$ cat config.mk
export PLATFORM = sky130hd
export DESIGN_NAME = prb_cfg
export DESIGN_NICKNAME = d
export VERILOG_FILES = /design/src/rtl/prb_pkg.sv /design/src/rtl/prb_cfg.sv
export SDC_FILE = /design/constraint.sdc
export NUM_CORES = 2
export LEC_CHECK = 0
export BUFFER_PORTS_ARGS = -buffer_cell sky130_fd_sc_hd__buf_4
export CAP_MARGIN = 20
export CORE_ASPECT_RATIO = 2
export CORE_MARGIN = 2
export CORE_UTILIZATION = 55
export CTS_CLUSTER_DIAMETER = 150
export DETAILED_ROUTE_END_ITERATION = 16
export GPL_ROUTABILITY_DRIVEN = 0
export PLACE_DENSITY = 0.76
export SKIP_CTS_REPAIR_TIMING = 1
export SLEW_MARGIN = 20
export SYNTH_ARGS = -nofsm -noshare
export SYNTH_HDL_FRONTEND = slang
export SYNTH_SLANG_ARGS = --single-unit
$ cat constraint.sdc
create_clock -name clk -period 11.13 [get_ports clk]
set_input_delay 0.5565 -clock clk [delete_from_list [all_inputs] [get_ports clk]]
set_output_delay 0.5565 -clock clk [all_outputs]
set_load 0.01 [all_outputs]
$ cat src/rtl/prb_pkg.sv
// shared constants, types and register codes of the planar rotate block
// no dependencies; imported by prb_cfg, prb_bank and the top level
package prb_pkg;

  localparam int MAX_LINES   = 512;
  localparam int MAX_COLUMNS = 512;

  // index widths into the plane; at least two bits so parity banking works
  localparam int LIDX_W = ($clog2(MAX_LINES) < 2) ? 2 : $clog2(MAX_LINES);
  localparam int CIDX_W = ($clog2(MAX_COLUMNS) < 2) ? 2 : $clog2(MAX_COLUMNS);
  localparam int BA_W   = (LIDX_W - 1) + (CIDX_W - 1);

  localparam int SZ_W   = 13;  // plane sizes up to 4096
  localparam int TRIG_W = 14;
  localparam int PW     = 26;  // config products and quotients
  localparam int DIV_W  = 25;  // dividend magnitude
  localparam int CNT_W  = $clog2(DIV_W);
  localparam int STEP_W = 15;  // per row step, trunc(cos/a) and trunc(-sin/a)
  localparam int MW     = 25;  // per item products
  localparam int LW     = 28;  // q12 source position
  localparam int POS_W  = 20;  // integer source line / column

  localparam logic signed [LW-1:0] HALF_Q12 = LW'(1 << 11);

  localparam int CFG_IDX_W  = 3;
  localparam int CFG_DATA_W = 14;

  localparam logic [CFG_IDX_W-1:0] CFG_SINE   = 3'd0;
  localparam logic [CFG_IDX_W-1:0] CFG_COSINE = 3'd1;
  localparam logic [CFG_IDX_W-1:0] CFG_LINES  = 3'd2;
  localparam logic [CFG_IDX_W-1:0] CFG_COLS   = 3'd3;
  localparam logic [CFG_IDX_W-1:0] CFG_ASPECT = 3'd4;
  localparam logic [CFG_IDX_W-1:0] CFG_FILL   = 3'd5;

  localparam logic signed [TRIG_W-1:0] SINE_RST   = 14'sd2048;
  localparam logic signed [TRIG_W-1:0] COSINE_RST = 14'sd3547;

  typedef struct packed {
    logic signed [LW-1:0]     kl;
    logic signed [LW-1:0]     kc;
    logic signed [STEP_W-1:0] dl;
    logic signed [STEP_W-1:0] dc;
    logic signed [TRIG_W-1:0] s;
    logic signed [TRIG_W-1:0] c;
    logic [SZ_W-1:0]          lines;
    logic [SZ_W-1:0]          cols;
    logic [SZ_W-1:0]          lc;
    logic [SZ_W-1:0]          cc;
    logic [2:0]               a;
    logic [7:0]               fill;
  } coef_t;

endpackage

$ cat src/rtl/prb_cfg.sv
// configuration registers and the sequencer that derives rotation coefficients
// uses prb_pkg; one shared restoring divider handles the four aspect divisions
module prb_cfg (
  input  logic                           clk,
  input  logic                           rst_n,
  input  logic                           cfg_valid,
  output logic                           cfg_ready,
  input  logic [prb_pkg::CFG_IDX_W-1:0]  cfg_index,
  input  logic [prb_pkg::CFG_DATA_W-1:0] cfg_data,
  output logic                           busy,
  output prb_pkg::coef_t                 coef
);
  import prb_pkg::*;

  typedef enum logic [2:0] {ST_PREP, ST_MUL, ST_LOAD, ST_DIV, ST_FIN, ST_IDLE} state_t;

  state_t                   state_r;
  logic signed [TRIG_W-1:0] sine_r, cosine_r;
  logic [9:0]               line_count_r, column_count_r;
  logic [2:0]               row_aspect_r;
  logic [7:0]               fill_r;

  logic [SZ_W-1:0]          lines_r, cols_r, lc_r, cc_r;
  logic [2:0]               a_r;
  logic signed [PW-1:0]     p_cl_r, p_sl_r, p_sc_r, p_cc_r;
  logic [DIV_W-1:0]         dq_r;
  logic [2:0]               rem_r;
  logic                     neg_r;
  logic [CNT_W-1:0]         cnt_r;
  logic [1:0]               idx_r;
  logic signed [PW-1:0]     q_r [4];
  logic signed [LW-1:0]     kl_r, kc_r;

  logic [SZ_W-1:0]            line_sz, col_sz, lines_nxt, cols_nxt;
  logic signed [TRIG_W+SZ_W:0] mul_cl, mul_sl, mul_sc, mul_cc;
  logic signed [PW-1:0]       num, num_abs, q_mag, q_val;
  logic [3:0]                 sh;
  logic                       ge;
  logic [2:0]                 rem_step;
  logic [DIV_W-1:0]           dq_step;

  assign cfg_ready = 1'b1;
  assign busy      = (state_r != ST_IDLE);

  always_comb begin
    line_sz   = {3'b000, line_count_r};
    col_sz    = {3'b000, column_count_r};
    lines_nxt = (line_count_r == 10'd0) ? SZ_W'(1) :
                (line_sz > SZ_W'(MAX_LINES)) ? SZ_W'(MAX_LINES) : line_sz;
    cols_nxt  = (column_count_r == 10'd0) ? SZ_W'(1) :
                (col_sz > SZ_W'(MAX_COLUMNS)) ? SZ_W'(MAX_COLUMNS) : col_sz;

    mul_cl = cosine_r * $signed({1'b0, lc_r});
    mul_sl = sine_r * $signed({1'b0, lc_r});
    mul_sc = sine_r * $signed({1'b0, cc_r});
    mul_cc = cosine_r * $signed({1'b0, cc_r});

    case (idx_r)
      2'd0:    num = p_cl_r;
      2'd1:    num = p_sl_r;
      2'd2:    num = {{(PW-TRIG_W){cosine_r[TRIG_W-1]}}, cosine_r};
      default: num = -{{(PW-TRIG_W){sine_r[TRIG_W-1]}}, sine_r};
    endcase
    num_abs = num[PW-1] ? -num : num;

    // one restoring step per cycle
    sh       = {rem_r, dq_r[DIV_W-1]};
    ge       = (sh >= {1'b0, a_r});
    rem_step = ge ? 3'(sh - {1'b0, a_r}) : sh[2:0];
    dq_step  = {dq_r[DIV_W-2:0], ge};
    q_mag    = $signed({{(PW-DIV_W){1'b0}}, dq_step});
    q_val    = neg_r ? -q_mag : q_mag;
  end

  always_ff @(posedge clk) begin
    if (!rst_n) begin
      state_r        <= ST_PREP;
      sine_r         <= SINE_RST;
      cosine_r       <= COSINE_RST;
      line_count_r   <= 10'd512;
      column_count_r <= 10'd512;
      row_aspect_r   <= 3'd1;
      fill_r         <= 8'd0;
      idx_r          <= 2'd0;
      cnt_r          <= '0;
    end else if (cfg_valid) begin
      unique case (cfg_index)
        CFG_SINE:   sine_r         <= $signed(cfg_data[TRIG_W-1:0]);
        CFG_COSINE: cosine_r       <= $signed(cfg_data[TRIG_W-1:0]);
        CFG_LINES:  line_count_r   <= cfg_data[9:0];
        CFG_COLS:   column_count_r <= cfg_data[9:0];
        CFG_ASPECT: row_aspect_r   <= cfg_data[2:0];
        CFG_FILL:   fill_r         <= cfg_data[7:0];
        default:    ;
      endcase
      // any write restarts the coefficient derivation
      state_r <= ST_PREP;
    end else begin
      unique case (state_r)
        ST_PREP: begin
          lines_r <= lines_nxt;
          cols_r  <= cols_nxt;
          lc_r    <= lines_nxt >> 1;
          cc_r    <= cols_nxt >> 1;
          a_r     <= (row_aspect_r == 3'd0) ? 3'd1 : row_aspect_r;
          state_r <= ST_MUL;
        end
        ST_MUL: begin
          p_cl_r  <= -mul_cl[PW-1:0];
          p_sl_r  <= mul_sl[PW-1:0];
          p_sc_r  <= mul_sc[PW-1:0];
          p_cc_r  <= mul_cc[PW-1:0];
          idx_r   <= 2'd0;
          state_r <= ST_LOAD;
        end
        ST_LOAD: begin
          dq_r    <= num_abs[DIV_W-1:0];
          neg_r   <= num[PW-1];
          rem_r   <= 3'd0;
          cnt_r   <= '0;
          state_r <= ST_DIV;
        end
        ST_DIV: begin
          dq_r  <= dq_step;
          rem_r <= rem_step;
          cnt_r <= cnt_r + CNT_W'(1);
          if (cnt_r == CNT_W'(DIV_W - 1)) begin
            q_r[idx_r] <= q_val;
            idx_r      <= idx_r + 2'd1;
            state_r    <= (idx_r == 2'd3) ? ST_FIN : ST_LOAD;
          end
        end
        ST_FIN: begin
          kl_r    <= {{(LW-PW){q_r[0][PW-1]}}, q_r[0]}
                     - {{(LW-PW){p_sc_r[PW-1]}}, p_sc_r} + HALF_Q12;
          kc_r    <= {{(LW-PW){q_r[1][PW-1]}}, q_r[1]}
                     - {{(LW-PW){p_cc_r[PW-1]}}, p_cc_r} + HALF_Q12;
          state_r <= ST_IDLE;
        end
        ST_IDLE: state_r <= ST_IDLE;
        default: state_r <= ST_PREP;
      endcase
    end
  end

  always_comb begin
    coef.kl    = kl_r;
    coef.kc    = kc_r;
    coef.dl    = q_r[2][STEP_W-1:0];
    coef.dc    = q_r[3][STEP_W-1:0];
    coef.s     = sine_r;
    coef.c     = cosine_r;
    coef.lines = lines_r;
    coef.cols  = cols_r;
    coef.lc    = lc_r;
    coef.cc    = cc_r;
    coef.a     = a_r;
    coef.fill  = fill_r;
  end

endmodule

==> key figures <==
Status
  • Run status: finished clean

Setup path
  • CP cell instances: nand2_1 > fa_1 > inv_1 > fa_1 > inv_1 > fa_1 > fa_1 > fa_1 > inv_1 > fa_1 > inv_1 > ha_1 > and3_1 > and4_1 > o31a_1 > a211o_1 > and4_1 > a2111oi_0 > a21oi_1 > xnor2_1
  • Data required, critical path: around 11,000 ps
  • Cell at the slowest stage of the critical path: sky130_fd_sc_hd__dfxtp_1
  • Library cell appearing most often on the critical path: sky130_fd_sc_hd__fa_1
  • Gate family responsible for the most delay along the worst path: adder cells
  • Delay of the slowest cell on the worst path: 960 ps
  • Depth of the worst register-to-register path: 20
  • Arrival time reported for the critical path endpoint: approximately 7500 ps
  • Start of the worst register-to-register path: cosine_r[9]$_SDFFE_PN0P_
  • Endpoint kind of the worst setup timing path: register
  • Number of buffer and inverter instances along the worst setup path: 4
  • Reg-to-reg setup timing slack: about 4000 ps
  • Startpoint-to-endpoint class of the critical path: register to register
  • Critical path startpoint category: register
  • Crit-path max FO: 21
  • R2R Path End: p_cl_r[25]$_DFFE_PP_

Yosys
  • Sequential area share after synthesis: a little over a quarter
  • EDFF count, synth: 294
  • Synth area leaders: sky130_fd_sc_hd__fa_1 (23%), sky130_fd_sc_hd__edfxtp_1 (23%), sky130_fd_sc_hd__ha_1 (13%)
  • Netlist area before placement: 38,500 sq um
  • Synth unique cells: 66
  • Yosys warnings: 0
  • Syn Area/Cell: between 9 and 10 sq um
  • Most frequently used cell type in the post-synthesis netlist: sky130_fd_sc_hd__inv_1
  • Post-synth top area cell: sky130_fd_sc_hd__fa_1
  • Cells after Synth: slightly above 4,000
  • Portion of synthesized cell area occupied by the leading cell type: roughly 23%
  • Post-synthesis register bit count: 363
  • List of most frequent post-synthesis cells: sky130_fd_sc_hd__inv_1 (894), sky130_fd_sc_hd__fa_1 (445), sky130_fd_sc_hd__nand2_1 (432)
  • Most used flip-flop cell after synthesis: sky130_fd_sc_hd__edfxtp_1
  • Ys async rst share: 0%

Final layout
  • Post-layout nets: 5,013
  • Area growth, synth to finish: 8.49%
  • Antenna diode count: 0
  • Post-route cell area: around 42,000 sq um
  • Fraction of final layout cells with drive strength greater than 1: under 10%
  • Fraction of the core area covered by cells at the end of the flow: approximately three fifths

STA
  • Maximum clock frequency: between 100 and 150 MHz
  • Slew HR: approximately a quarter
  • Worst Skew: around 30 ps
  • Unrepaired setup endpoints after global routing: false
  • Crit share post-route: 65.0%
  • Total of endpoints with negative setup slack in the final report: 0
  • Slew @ Worst Pin: roughly 1100 ps
  • Total negative slack for setup checks: 0 ps
  • Final Hold Fails: 0
  • Final Critical Period: approximately 7200 ps
  • Number of max-slew violations in the final report: 0

Drt
  • Average wire length per cell after detail routing: about 19 um
  • Detailed-route DRC error count: 0
  • Detailed-route via count: about 27,000
  • Final wirelength: ~94,000 um
  • Detail Route Antenna Nets: 0
  • First DRT Iteration DRCs: about 1,300
  • Drt first pass iters: 5
  • Vias/cell: 5.43

Clock network
  • Clock sink count: ~360
  • Insertion delay to the later sink of the worst-skew pair: 550 ps
  • Clock root buffer master: sky130_fd_sc_hd__clkbuf_16
  • Clock slew at reported path FFs: ~70 ps
  • CTS H-tree depth: 2
  • Buffer depth of the longest clock path: 3
  • TritonCTS clock tree: built
  • Num CTS Buffers: 34

Placement
  • Instance area after placement: 40,600 sq um
  • Buffers on Ports: 183
  • Placed wire-length estimate after detailed placement: roughly 75,000 um

Power and ir drop
  • Pwr per Cell Area: 128 nW/um^2
  • Largest vdd supply drop: 225 uV
  • Static Leakage: approximately 20 nW

Floorplan
  • Initial core utilization: between 50% and 60%
  • Total number of placement rows: between 100 and 150
  • Die Ht: about 380 um
  • Die Span X: between 150 and 200 um
  • Core Area: a little under 70,000 sq um
  • Ports placed on the boundary: approximately 200
  • Total Die Area: slightly above 70,000 sq um

Job
  • Number of max-cap violations: 0

Worst hold path
  • Hold WC Path Type: input pin to register
  • Cells on Worst Hold Path: 3
  • Hold endpoint: sine_r[11]$_SDFFE_PN1P_
  • Hold_sp: cfg_data[11]

Global route
  • Vias in the first global route: between 20,000 and 30,000
  • Antenna violations before repair: 1
  • Maximum number of pins on one net before global-route repair: between 60 and 70
  • GRT overflow: 0
  • Wire length of the first global-routing pass: ~150,000 um
  • Total global routing track utilization: between 20% and 30%
[layer usage]
metal	GRT usage [%]	up-vias	wire (um)
met5	0	-	0
met3	2.89	364	3960
met2	50.0	817	50400
met1	26.0	13500	31100
li1	-	12900	-
met4	20.6	0	8430
[sequential cells by signal (all words and copies together) (netlist names)]
register        cells
row_aspect_r        3
line_count_r       10
kl_r               28
a_r                 3
fill_r              8
column_count_r     10
p_cc_r             26
kc_r               28
lines_r            10
neg_r               1
sine_r             14
rem_r               3
p_sc_r             26
p_sl_r             26
cols_r             10
cosine_r           14
q_r                82
cnt_r               5
idx_r               2
dq_r               25
state_r             3
p_cl_r             26
[cell usage in the layout (no fill, tap or decap), drive strengths merged, types with 18 or more instances in the layout]
cell and instances:
a211oi 18, a21boi 49, a21o 52, a21oi 142
and2 288, and3 21, buf 234, clkbuf 44
dfxtp 69, edfxtp 294, fa 445, ha 413
inv 895, nand2 432, nand3 43, nor2 128
nor2b 38, nor3 32, o21a 20, o21ai 89
o21bai 20, xnor2 125, xor2 54
[how the worst max path moves through the flow]
stage	endpoint	depth (start not counted)	slack [ps]	start
detailed placement	p_cl_r[25]$_DFFE_PP_	20	3970	cosine_r[9]$_SDFFE_PN0P_
CTS	p_cl_r[25]$_DFFE_PP_	20	3960	cosine_r[9]$_SDFFE_PN0P_
floorplan	p_cc_r[0]$_DFFE_PP_	3	2440	rst_n
global placement	p_cl_r[25]$_DFFE_PP_	20	4150	cosine_r[9]$_SDFFE_PN0P_
finish	p_cl_r[25]$_DFFE_PP_	20	3900	cosine_r[9]$_SDFFE_PN0P_
global route	p_cl_r[25]$_DFFE_PP_	20	3510	cosine_r[9]$_SDFFE_PN0P_
[power breakdown]
group | switching (mW) | internal [mW]
clock network | 0.526 | 0.670
logic | 1.53 | 0.974
registers | 0.0277 | 1.63
total | 2.09 | 3.27
[logic make-up after synthesis]
kind of cell,synth area share (%)
AO/OA/AOI/OAI,8.25
XOR/XNOR,4.07
adder cells (fa/ha/maj),36.5
buffers and inverters,10.9
flip-flops,26.5
multiplexers,0.162
other,0.0195
AND/OR/NAND/NOR,13.6
[tightest hold or removal path, cell delays in order]
cell	delay, ps
sky130_fd_sc_hd__buf_4	90
sky130_fd_sc_hd__nand2_1	40
sky130_fd_sc_hd__nand3_1	70
[cell type report]
class                           count  area (sq um)
Sequential cell                   363         10200
Clock inverter                     18           200
Inverter                          894          3360
Timing Repair Buffer              234          1780
Clock buffer                       44           930
Tap cell                          903          1130
Multi-Input combinational cell   2608         24200
Fill cell                        5869         27800
[per-stage QoR]
| step | total power, mW | worst slack (ps) | std cells | hold slack (ps) |
|---|---|---|---|---|
| 6_report | 5.36 | 3900 | 5064 | 234 |
| 5_1_grt | 5.69 | 3510 | 5064 | 242 |
| 4_1_cts | 5.36 | 3960 | 5062 | 209 |
| 3_5_place_dp | 4.15 | 3970 | 5000 | 460 |
| 3_3_place_gp | 4.09 | 4150 | 5000 | 453 |
| 2_1_floorplan | 3.46 | 2440 | 4055 | 435 |
Note: power is estimated with default switching activity, not from simulation.
